## src/rtl/core/mexp_pkg.sv

```systemverilog
// Shared types for the modular exponentiation unit.
// Holds the controller state type and the controller/datapath command and status structs.
// No dependencies.
package mexp_pkg;

    typedef enum logic [2:0] {
        S_IDLE,
        S_PREP,
        S_REDUCE,
        S_SETUP,
        S_MUL,
        S_UPDATE,
        S_FINISH
    } t_state;

    typedef struct packed {
        logic load;      // capture operands
        logic red_step;  // one bit of base mod modulus
        logic mul_step;  // one bit of both modular multiplications
        logic advance;   // take new square, restart lanes
        logic upd_acc;   // consume one exponent bit
        logic finish;    // register the result
    } t_dp_cmd;

    typedef struct packed {
        logic mod_zero;
        logic exp_zero;
        logic exp_hi_zero;
    } t_dp_status;

endpackage

```

## src/rtl/core/modular_exponentiation_unit.sv

```systemverilog
// A zero modulus or zero exponent goes from PREP straight to FINISH; otherwise the flow runs PREP,
// REDUCE, SETUP, then MUL and UPDATE once per exponent bit up to the top set one, then FINISH.
// One transaction at a time; busy is high throughout.
// busy drops with the strobe; two lanes, one multiplier bit a cycle.
// Reset (synchronous, active low) returns the controller to idle and drops the strobe.
// The result strobe is one cycle wide; the receiver cannot stall.
module modular_exponentiation_unit #(
    parameter int WIDTH = 64
) (
    input  logic             i_clk,
    input  logic             i_rst_n,
    input  logic             start,
    output logic             busy,
    input  logic [WIDTH-1:0] i_base_value,
    input  logic [WIDTH-1:0] i_exponent_value,
    input  logic [WIDTH-1:0] i_modulus_value,
    output logic             o_result_valid,
    output logic [WIDTH-1:0] o_power_result,
    output logic             o_zero_modulus_error
);
    import mexp_pkg::*;

    // Flow per transaction:
    //   PREP    check for zero modulus / zero exponent (both finish at once)
    //   REDUCE  base mod modulus, one bit a cycle, in the square lane
    //   SETUP   reduced base becomes the running square
    //   MUL     acc*sq and sq*sq in parallel over all WIDTH multiplier bits of sq
    //   UPDATE  keep acc product if exponent bit set, take new square, shift exponent
    //   FINISH  register result and error flag; the strobe follows in the next cycle
    t_dp_cmd    cmd;
    t_dp_status status;

    mexp_ctrl #(.WIDTH(WIDTH)) u_ctrl (
        .i_clk          (i_clk),
        .i_rst_n        (i_rst_n),
        .start          (start),
        .busy           (busy),
        .o_result_valid (o_result_valid),
        .i_status       (status),
        .o_cmd          (cmd)
    );

    mexp_datapath #(.WIDTH(WIDTH)) u_datapath (
        .i_clk                (i_clk),
        .i_rst_n              (i_rst_n),
        .i_cmd                (cmd),
        .o_status             (status),
        .i_base_value         (i_base_value),
        .i_exponent_value     (i_exponent_value),
        .i_modulus_value      (i_modulus_value),
        .o_power_result       (o_power_result),
        .o_zero_modulus_error (o_zero_modulus_error)
    );

endmodule

```

## src/rtl/core/mexp_lane.sv

```systemverilog
// One double-and-add modular multiplication lane: part = 2*part + bit*x mod m per step.
// Requires x < m (or x = 1); uses no package items.
module mexp_lane #(
    parameter int WIDTH = 64
) (
    input  logic             i_clk,
    input  logic             i_clr,
    input  logic             i_step,
    input  logic             i_bit,
    input  logic [WIDTH-1:0] i_x,
    input  logic [WIDTH-1:0] i_mod,
    output logic [WIDTH-1:0] o_part
);

    logic [WIDTH-1:0] r_part;
    logic [WIDTH-1:0] n_part;
    logic [WIDTH+1:0] sum;
    logic [WIDTH+1:0] mod1;
    logic [WIDTH+1:0] mod2;

    // sum < 3m, so one of two parallel subtractions brings it back below m
    always_comb begin
        sum  = {1'b0, r_part, 1'b0} + {2'b00, (i_bit ? i_x : {WIDTH{1'b0}})};
        mod1 = {2'b00, i_mod};
        mod2 = {1'b0, i_mod, 1'b0};
        if (sum >= mod2) begin
            n_part = WIDTH'(sum - mod2);
        end else if (sum >= mod1) begin
            n_part = WIDTH'(sum - mod1);
        end else begin
            n_part = sum[WIDTH-1:0];
        end
    end

    always_ff @(posedge i_clk) begin
        if (i_clr) begin
            r_part <= '0;
        end else if (i_step) begin
            r_part <= n_part;
        end
    end

    assign o_part = r_part;

    a_clr_zero: assert property (@(posedge i_clk) i_clr |=> r_part == '0)
        else $error("lane partial not cleared");
    a_reduced: assert property (@(posedge i_clk)
        (i_step && !i_clr && r_part < i_mod) |=> (r_part < i_mod || $changed(i_mod)))
        else $error("lane partial left the residue range");

endmodule

```

## src/rtl/core/mexp_datapath.sv

```systemverilog
// Datapath of the modular exponentiation unit: operand registers and two multiply lanes.
// Depends on mexp_pkg and mexp_lane.
module mexp_datapath #(
    parameter int WIDTH = 64
) (
    input  logic                   i_clk,
    input  logic                   i_rst_n,
    input  mexp_pkg::t_dp_cmd      i_cmd,
    output mexp_pkg::t_dp_status   o_status,
    input  logic [WIDTH-1:0]       i_base_value,
    input  logic [WIDTH-1:0]       i_exponent_value,
    input  logic [WIDTH-1:0]       i_modulus_value,
    output logic [WIDTH-1:0]       o_power_result,
    output logic                   o_zero_modulus_error
);
    import mexp_pkg::*;

    localparam logic [WIDTH-1:0] ONE = WIDTH'(1);

    logic [WIDTH-1:0] r_mod;
    logic [WIDTH-1:0] r_expo;
    logic [WIDTH-1:0] r_y;
    logic [WIDTH-1:0] r_acc;
    logic [WIDTH-1:0] r_sq;
    logic             r_exp0;
    logic [WIDTH-1:0] r_result;
    logic             r_err;

    logic [WIDTH-1:0] acc_part;
    logic [WIDTH-1:0] sq_part;
    logic [WIDTH-1:0] sq_x;
    logic             lane_clr;

    assign lane_clr = i_cmd.load | i_cmd.advance;
    // while reducing the base, the square lane runs a restoring division (x = 1)
    assign sq_x     = i_cmd.red_step ? ONE : r_sq;

    mexp_lane #(.WIDTH(WIDTH)) u_acc_lane (
        .i_clk  (i_clk),
        .i_clr  (lane_clr),
        .i_step (i_cmd.mul_step),
        .i_bit  (r_y[WIDTH-1]),
        .i_x    (r_acc),
        .i_mod  (r_mod),
        .o_part (acc_part)
    );

    mexp_lane #(.WIDTH(WIDTH)) u_sq_lane (
        .i_clk  (i_clk),
        .i_clr  (lane_clr),
        .i_step (i_cmd.red_step | i_cmd.mul_step),
        .i_bit  (r_y[WIDTH-1]),
        .i_x    (sq_x),
        .i_mod  (r_mod),
        .o_part (sq_part)
    );

    always_ff @(posedge i_clk) begin
        if (i_cmd.load) begin
            r_mod  <= i_modulus_value;
            r_expo <= i_exponent_value;
            r_y    <= i_base_value;
            r_acc  <= (i_modulus_value == ONE) ? '0 : ONE;
            r_exp0 <= (i_exponent_value == '0);
        end else if (i_cmd.red_step || i_cmd.mul_step) begin
            r_y <= {r_y[WIDTH-2:0], 1'b0};
        end else if (i_cmd.advance) begin
            r_sq <= sq_part;
            r_y  <= sq_part;
            if (i_cmd.upd_acc) begin
                if (r_expo[0]) begin
                    r_acc <= acc_part;
                end
                r_expo <= {1'b0, r_expo[WIDTH-1:1]};
            end
        end
    end

    always_ff @(posedge i_clk) begin
        if (!i_rst_n) begin
            r_result <= '0;
            r_err    <= 1'b0;
        end else if (i_cmd.finish) begin
            r_err <= (r_mod == '0);
            if (r_mod == '0) begin
                r_result <= '0;
            end else if (r_exp0) begin
                r_result <= ONE;
            end else begin
                r_result <= r_acc;
            end
        end
    end

    assign o_status.mod_zero    = (r_mod == '0);
    assign o_status.exp_zero    = (r_expo == '0);
    assign o_status.exp_hi_zero = (r_expo[WIDTH-1:1] == '0);

    assign o_power_result       = r_result;
    assign o_zero_modulus_error = r_err;

    a_err_zero: assert property (@(posedge i_clk) disable iff (!i_rst_n)
        r_err |-> r_result == '0)
        else $error("error flagged with nonzero result");

endmodule

```

## src/rtl/core/mexp_ctrl.sv

```systemverilog
// Controller of the modular exponentiation unit: sequencing FSM and bit counter.
// Depends on mexp_pkg.
module mexp_ctrl #(
    parameter int WIDTH = 64
) (
    input  logic                 i_clk,
    input  logic                 i_rst_n,
    input  logic                 start,
    output logic                 busy,
    output logic                 o_result_valid,
    input  mexp_pkg::t_dp_status i_status,
    output mexp_pkg::t_dp_cmd    o_cmd
);
    import mexp_pkg::*;

    localparam int CW = $clog2(WIDTH);

    t_state          r_state;
    t_state          n_state;
    logic [CW-1:0]   r_cnt;
    logic [CW-1:0]   n_cnt;
    logic            r_valid;
    logic            last_bit;

    assign last_bit = (r_cnt == CW'(WIDTH - 1));

    always_comb begin
        n_state = r_state;
        case (r_state)
            S_IDLE: begin
                if (start) n_state = S_PREP;
            end
            S_PREP: begin
                if (i_status.mod_zero || i_status.exp_zero) n_state = S_FINISH;
                else                                        n_state = S_REDUCE;
            end
            S_REDUCE: begin
                if (last_bit) n_state = S_SETUP;
            end
            S_SETUP: begin
                n_state = S_MUL;
            end
            S_MUL: begin
                if (last_bit) n_state = S_UPDATE;
            end
            S_UPDATE: begin
                if (i_status.exp_hi_zero) n_state = S_FINISH;
                else                      n_state = S_MUL;
            end
            S_FINISH: begin
                n_state = S_IDLE;
            end
            default: begin
                n_state = S_IDLE;
            end
        endcase
    end

    always_comb begin
        o_cmd = '0;
        case (r_state)
            S_IDLE:   o_cmd.load     = start;
            S_REDUCE: o_cmd.red_step = 1'b1;
            S_SETUP:  o_cmd.advance  = 1'b1;
            S_MUL:    o_cmd.mul_step = 1'b1;
            S_UPDATE: begin
                o_cmd.advance = 1'b1;
                o_cmd.upd_acc = 1'b1;
            end
            S_FINISH: o_cmd.finish   = 1'b1;
            default:  o_cmd          = '0;
        endcase
    end

    assign n_cnt = (r_state == S_REDUCE || r_state == S_MUL) ? r_cnt + 1'b1 : '0;

    always_ff @(posedge i_clk) begin
        if (!i_rst_n) begin
            r_state <= S_IDLE;
            r_cnt   <= '0;
            r_valid <= 1'b0;
        end else begin
            r_state <= n_state;
            r_cnt   <= n_cnt;
            r_valid <= (r_state == S_FINISH);
        end
    end

    assign busy           = (r_state != S_IDLE);
    assign o_result_valid = r_valid;

    a_valid_src: assert property (@(posedge i_clk) disable iff (!i_rst_n)
        o_result_valid |-> $past(r_state == S_FINISH))
        else $error("result strobe without finish");
    a_accept_busy: assert property (@(posedge i_clk) disable iff (!i_rst_n)
        (start && !busy) |=> busy)
        else $error("accepted transaction did not raise busy");
    a_cnt_restart: assert property (@(posedge i_clk) disable iff (!i_rst_n)
        (r_state == S_SETUP || r_state == S_UPDATE) |=> r_cnt == '0)
        else $error("bit counter not restarted for multiply");

endmodule

```

## config.mk

```make
export PLATFORM = sky130hd
export DESIGN_NAME = modular_exponentiation_unit
export DESIGN_NICKNAME = d
export VERILOG_FILES = /design/src/rtl/core/mexp_pkg.sv /design/src/rtl/core/modular_exponentiation_unit.sv /design/src/rtl/core/mexp_lane.sv /design/src/rtl/core/mexp_datapath.sv /design/src/rtl/core/mexp_ctrl.sv
export SDC_FILE = /design/constraint.sdc
export NUM_CORES = 2
export LEC_CHECK = 0
export BUFFER_PORTS_ARGS = -buffer_cell sky130_fd_sc_hd__buf_4
export CORE_AREA = 2 2 322 324
export CTS_BUF_LIST = sky130_fd_sc_hd__clkbuf_16
export CTS_CLUSTER_DIAMETER = 150
export DETAILED_ROUTE_END_ITERATION = 12
export DIE_AREA = 0 0 324 326
export GPL_TIMING_DRIVEN = 0
export PLACE_DENSITY = 0.6
export SLEW_MARGIN = 15
export SYNTH_ARGS = -nofsm -noshare
export SYNTH_HDL_FRONTEND = slang
export SYNTH_SLANG_ARGS = --single-unit
```

## constraint.sdc

```tcl
create_clock -name i_clk -period 13.24 [get_ports i_clk]
set_input_delay 1.324 -clock i_clk [delete_from_list [all_inputs] [get_ports i_clk]]
set_output_delay 1.324 -clock i_clk [all_outputs]
set_load 0.02 [all_outputs]
```

Word level (Yosys, flattened, before mapping)

Index checks and enable logic that the tools add are counted.

Register bits after elaboration: 524
Input bits: 195
Output and inout bits: 67
Word-level logic and storage cells: 93

Add/subtract/negate cells: 7
$lt $le $gt $ge: 4
Equality and inequality tests: 12
Muxes and demuxes: 34
Bitwise logic cells: 4
Reduce and logical (&&, ||, !) cells: 19

Operator list:

| operator                                               | number |
|---|---|
| 2-to-1 mux 64 bit                                      | 21 |
| subtractor 64 bit                                      | 4 |
| logical NOT 64 bit                                     | 3 |
| adder 65 x 64 -> 66 bit                                | 2 |
| >= comparator 66 x 64 -> 1 bit                         | 2 |
| >= comparator 66 x 65 -> 1 bit                         | 2 |
| equality test 64 x 1 -> 1 bit (second input constant)  | 1 |
| logical NOT 63 bit                                     | 1 |
| case mux 3 bit (6 select lines)                        | 1 |
| 2-to-1 mux 3 bit                                       | 4 |
| equality test 3 bit (second input constant)            | 3 |
| AND reduction 3 bit                                    | 3 |
| 2-to-1 mux 1 bit                                       | 7 |
| adder 6 x 1 -> 6 bit (second input constant)           | 1 |
| equality test 3 x 2 -> 1 bit (second input constant)   | 2 |
| equality test 6 bit (second input constant)            | 1 |
| inequality test 2 x 1 -> 1 bit (second input constant) | 3 |
| nonzero test 2 bit                                     | 3 |
| nonzero test 3 bit                                     | 2 |
| AND reduction 4 bit                                    | 1 |
| equality test 3 x 1 -> 1 bit (second input constant)   | 1 |
| logical NOT 3 bit                                      | 1 |
| logical OR 1 bit                                       | 3 |
| 2-to-1 mux 2 bit                                       | 1 |
| other kinds (5)                                        | 7 |

Longest topological paths before layout

Word-level depth: 8
Depth in mapped cells: 34
Depth with buffers taken out: 29

Cells and area by module

A second synthesis with hierarchy kept.

Cells, all modules: 5674
Area total of the unflattened synthesis: 47071.4 um^2

By module, submodules not included:

| module                            | times used | cells each | area each (um^2) | seq. area each (um^2) |
|---|---|---|---|---|
| mexp_datapath                     | 1          | 1133       | 15660.0          | 10940.5 |
| mexp_lane (u_datapath.u_acc_lane) | 1          | 2258       | 15538.7          | 1281.2 |
| mexp_lane (u_datapath.u_sq_lane)  | 1          | 2227       | 15384.8          | 1281.2 |
| mexp_ctrl                         | 1          | 56         | 488.0            | 200.2 |

Worst setup path before layout

No wires, ideal clock.

Path kind: register to register
Start: reg u_datapath.r_y[63]
End: reg u_datapath.u_sq_lane.r_part[44] (netlist: u_datapath.u_sq_lane.o_part[44])
Library setup time: 0.122 ns
Data arrival time: 6.512 ns
Required time: 13.118 ns
Path slack: 6.606 ns
Stages on the path, launching flop included: 33
Path buffers: 4
Clock period less this slack: 6.634 ns
Cell sequence: edfxtp_1 -> clkbuf_1 -> a21boi_1 -> clkbuf_1 -> and2_1 -> ha_1 -> inv_1 -> fa_1 -> nor2b_1 -> o31ai_1 -> a211oi_1 -> o31ai_1 -> a2111oi_2 -> o21ai_1 -> a21oi_2 -> a211oi_1 -> o21ai_0 -> xor2_1 -> ha_1 -> clkbuf_1 -> a21o_1 -> a21o_1 -> a21o_1 -> a21oi_1 -> nor2b_1 -> o32ai_1 -> o21a_1 -> o31ai_1 -> nor2_1 -> clkbuf_1 -> o21ai_0 -> a311oi_1 -> nor2_1

Cells in the longest elaborated chain, start to end: 5
Elaborated cells on any way between the ends: 8
Classes of those cells: add/sub (3); order compare (2); mux (3)

Ends and longest elaborated chain:

| item                                                                       | RTL line                         | text |
|---|---|---|
| from (decl)                                                                | mexp_datapath.sv:22              | `logic [WIDTH-1:0] r_y;` |
| from (signal assigned)                                                     | mexp_datapath.sv:62              | `r_y <= i_base_value;` |
| from (signal assigned)                                                     | mexp_datapath.sv:66              | `r_y <= {r_y[WIDTH-2:0], 1'b0};` |
| from (signal assigned)                                                     | mexp_datapath.sv:69              | `r_y <= sq_part;` |
| 2-to-1 mux 64 bit *                                                        | mexp_lane.sv:23                  | `sum = {1'b0, r_part, 1'b0} + {2'b00, (i_bit ? i_x : {WIDTH{1'b0}})};` |
| adder 65 x 64 -> 66 bit *                                                  | mexp_lane.sv:23                  |  |
| subtractor 64 bit / >= comparator 66 x 64 -> 1 bit (equally long branches) | mexp_lane.sv:29, mexp_lane.sv:28 |  |
| 2-to-1 mux 64 bit                                                          | mexp_lane.sv:28                  | `end else if (sum >= mod1) begin` |
| 2-to-1 mux 64 bit *                                                        | mexp_lane.sv:26                  | `if (sum >= mod2) begin` |
| to (signal assigned)                                                       | mexp_lane.sv:39                  | `r_part <= n_part;` |
| to (decl)                                                                  | mexp_lane.sv:15                  | `logic [WIDTH-1:0] r_part;` |

Mark *: on every way between the ends. The rest lies on a longest branch, timed or not.
A chain may end at the register's enable or synchronous reset.

Worst setup path after layout

Start: reg u_datapath.r_y[63]
End: reg u_datapath.u_sq_lane.r_part[41] (netlist: u_datapath.u_sq_lane.o_part[41])

The elaborated chain is that of the path after synthesis.

==> reports/results.md <==
• 0 — share of synthesized registers carrying an async set or reset
• 13 — biggest fanout along the worst timing path
• 262 — I/O Pins
• 1.01 — placer congestion estimate
• 37.2 ps — worst clock skew on the final layout
• -0.0138 — headroom to the max-slew limit
• 0 — count of final setup violators
• 0 — overflow left after global routing
• 324 um — die width
• 0.434 — Initial Utilization
• 58 — largest net degree at the start of global routing
• 430 ps — hold slack
• clkbuf_16 — clock root buffer
• 6225 — fin nets
• flop — CP startpoint kind
• 13710 ps — critical path required time
• 0.134 mV — IR Drop Worst-Case VDD
• 0.103 mm2 — area of the core
• 670 ps — clock latency reported for the late side of the worst-skew pair
• 8.40 um2 — Syn Area/Cell
• flop — element type at the critical path end
• capacitance limit, slew limit — violations in the final reports
• finished with violations — status
• a2111oi_0 — crit path max-delay cell type
• 146 mm — post-detailed-placement half-perimeter wirelength
• 0.852 — Tcrit/Tclk final
• 5884 — nets in the synthesized netlist
• 0.106 mm2 — full die area
• edfxtp_1 — Post-synth top flop
• 6 — number of optimization iterations in the first detailed-route pass
• 1 — total of max-cap violations
• 0 ps — setup TNS
• flop to flop — start-to-end type of the worst setup path
• 0.100 — share of layout cells above drive strength 1
• 11760 ps — WP data arrival
• 0.308 — sequential fraction of the synthesis area
• 0 — total of cells resized after clock tree synthesis
• 0.0506 mm2 — post-route cell area
• 0 — final hold violations
• 8 — antenna violations before repair
• 0 — number of warnings printed during yosys synthesis
• 524 — number of sinks handled by clock tree synthesis
• false — setup repair after global routing missed its margin
• 177 mm — WL final
• 0.0485 mm2 — cell area reported after detailed placement
• 0 — hold buffer count at cts
• 1010 ps — delay of the slowest cell on the worst path
• done — TritonCTS clock tree
• 1510 ps — transition time at the pin with the least slew margin
• 21.4 nW — leak pwr
• 10198 — fill cell count
• 43119 — number of vias after detailed routing
• 0.0445 mm2 — mapped cell area
• 321 — count of flip-flops with a built-in enable after synthesis
• 2 — number of max-slew violations in the final report
• 3 — buffer depth of the longest clock path
• edfxtp_1 — cell taking the most area after synthesis
• 3 — Clock H-tree levels
• 101 — number of unique standard cell types used by synthesis
• 118 — # rows
• 261 — IO buf count
• 524 — number of synthesized register bits
• 5300 — Synth Instances
• 11280 ps — post-layout min period
• 25.0 um — WL/cell
• 66 — cts bufs inserted
• 6.09 — average via count per standard cell
• 60 ps — Clk pin slew, worst setup/hold paths
• 326 um — height of the die
• 0 — # DRC
• 40366 — vias in the first global route
• 0 — setup bufs post-CTS
• edfxtp_1 (22%), ha_1 (11%), dfxtp_1 (9.1%) — top cells by area, synth
• 13.7% — area overhead of the layout relative to synthesis
• 4347 — initial drt markers
• 88.6 MHz — fmax
• 0.217 — post-synth top area share
• 0.325 — overall fraction of global-route tracks in use
• 0 — remaining antenna violation count
• 203 mW/mm2 — total power per unit cell area
• 258 mm — first-pass GRT wire length
• flop to flop — min-delay worst type
[metrics by stage]
stage,setup WS (ps),power (W),cells,util
global route,1930,0.0109,7071,0.493
floorplan,6610,0.00641,5300,-
finish,1960,0.0103,7080,0.493
global placement,1880,0.00834,6941,0.470
detailed placement,2810,0.00834,6953,0.473
CTS,2750,0.0102,7070,0.493
[critical path: cells and delay by family, from the launching register on]
family | cells | cell delay [ps]
DFF | 1 | 490
xor gates and xnor gates | 1 | 600
adders and majority gates | 2 | 610
and+or+nand+nor | 8 | 2690
buffers and inverters | 6 | 2860
AOI/OAI and AO/OA | 13 | 3820
[layout make-up]
type | instances | area (um2) | area share
diodes | 10 | 25.0 | 0.000494
plain buffers | 281 | 1190 | 0.0234
clock buffers | 67 | 1680 | 0.0331
clock inverters | 50 | 407 | 0.00803
inverters | 184 | 693 | 0.0137
multi-input cells | 4311 | 29000 | 0.573
flip-flops and latches | 524 | 13700 | 0.271
well taps | 1380 | 1730 | 0.0341
repair buffers | 273 | 2200 | 0.0435
[cell usage in the layout, fill, tap and decap left out, drive strengths merged, types with 117 or more instances in the layout]
cell and instances:
nand2 496, dfxtp 203, a22oi 138, clkbuf 289
inv 208, xnor2 224, and2 154, ha 383
buf 332, xor2 136, nor2 348, o21ai 309
edfxtp 321, nand4 117, a21o 190, a21oi 575
[synthesized netlist by cell type, drive strengths merged, types with 138 or more instances]
| library cell | n |
|---|---|
| ha | 383 |
| dfxtp | 203 |
| a22oi | 138 |
| and2 | 154 |
| a21o | 190 |
| nand2 | 496 |
| xnor2 | 224 |
| edfxtp | 321 |
| nor2 | 348 |
| inv | 183 |
| o21ai | 309 |
| a21oi | 575 |
| clkbuf | 222 |
[cells by family after synthesis]
group,Yosys count,synth area share
xor gates and xnor gates,360,0.0708
AOI/OAI and AO/OA,1783,0.260
buffers and inverters,465,0.0419
adders and majority gates,389,0.110
muxes,96,0.0235
DFF,524,0.308
and+or+nand+nor,1683,0.186
[metal layers]
| layer | routed length [um] | up-vias | global-route usage |
|---|---|---|---|
| met5 | 13 | - | 0 |
| met4 | 4100 | 2 | 0.0829 |
| met2 | 76700 | 1651 | 0.498 |
| li1 | - | 20448 | - |
| met3 | 15500 | 192 | 0.0713 |
| met1 | 80600 | 20826 | 0.461 |
[worst paths after layout]
check,endpoint,slack (ps),cells past startpoint,from
min,u_datapath.r_sq[63],430,0,u_datapath.u_sq_lane.o_part[63]
max reg2reg,u_datapath.u_sq_lane.o_part[41],1960,30,u_datapath.r_y[63]
min reg2reg,u_datapath.r_sq[63],430,0,u_datapath.u_sq_lane.o_part[63]
max,u_datapath.u_sq_lane.o_part[41],1960,30,u_datapath.r_y[63]
[power breakdown]
part	switching (W)	internal, W	total (W)	leakage (nW)
logic	0.00412	0.00217	0.00629	15.5
registers	0.000190	0.00201	0.00220	4.75
clock network	0.000753	0.00104	0.00179	1.10
total	0.00507	0.00521	0.0103	21.4
[sequential cells by signal, summed over array words and instances (netlist names)]
| name | flops |
|---|---|
| u_ctrl.o_result_valid | 1 |
| u_ctrl.r_cnt | 6 |
| u_ctrl.r_state | 3 |
| u_datapath.o_power_result | 64 |
| u_datapath.o_zero_modulus_error | 1 |
| u_datapath.r_acc | 64 |
| u_datapath.r_exp0 | 1 |
| u_datapath.r_expo | 64 |
| u_datapath.r_mod | 64 |
| u_datapath.r_sq | 64 |
| u_datapath.r_y | 64 |
| u_datapath.u_acc_lane.o_part | 64 |
| u_datapath.u_sq_lane.o_part | 64 |
Power figures use the tool's default switching activity.
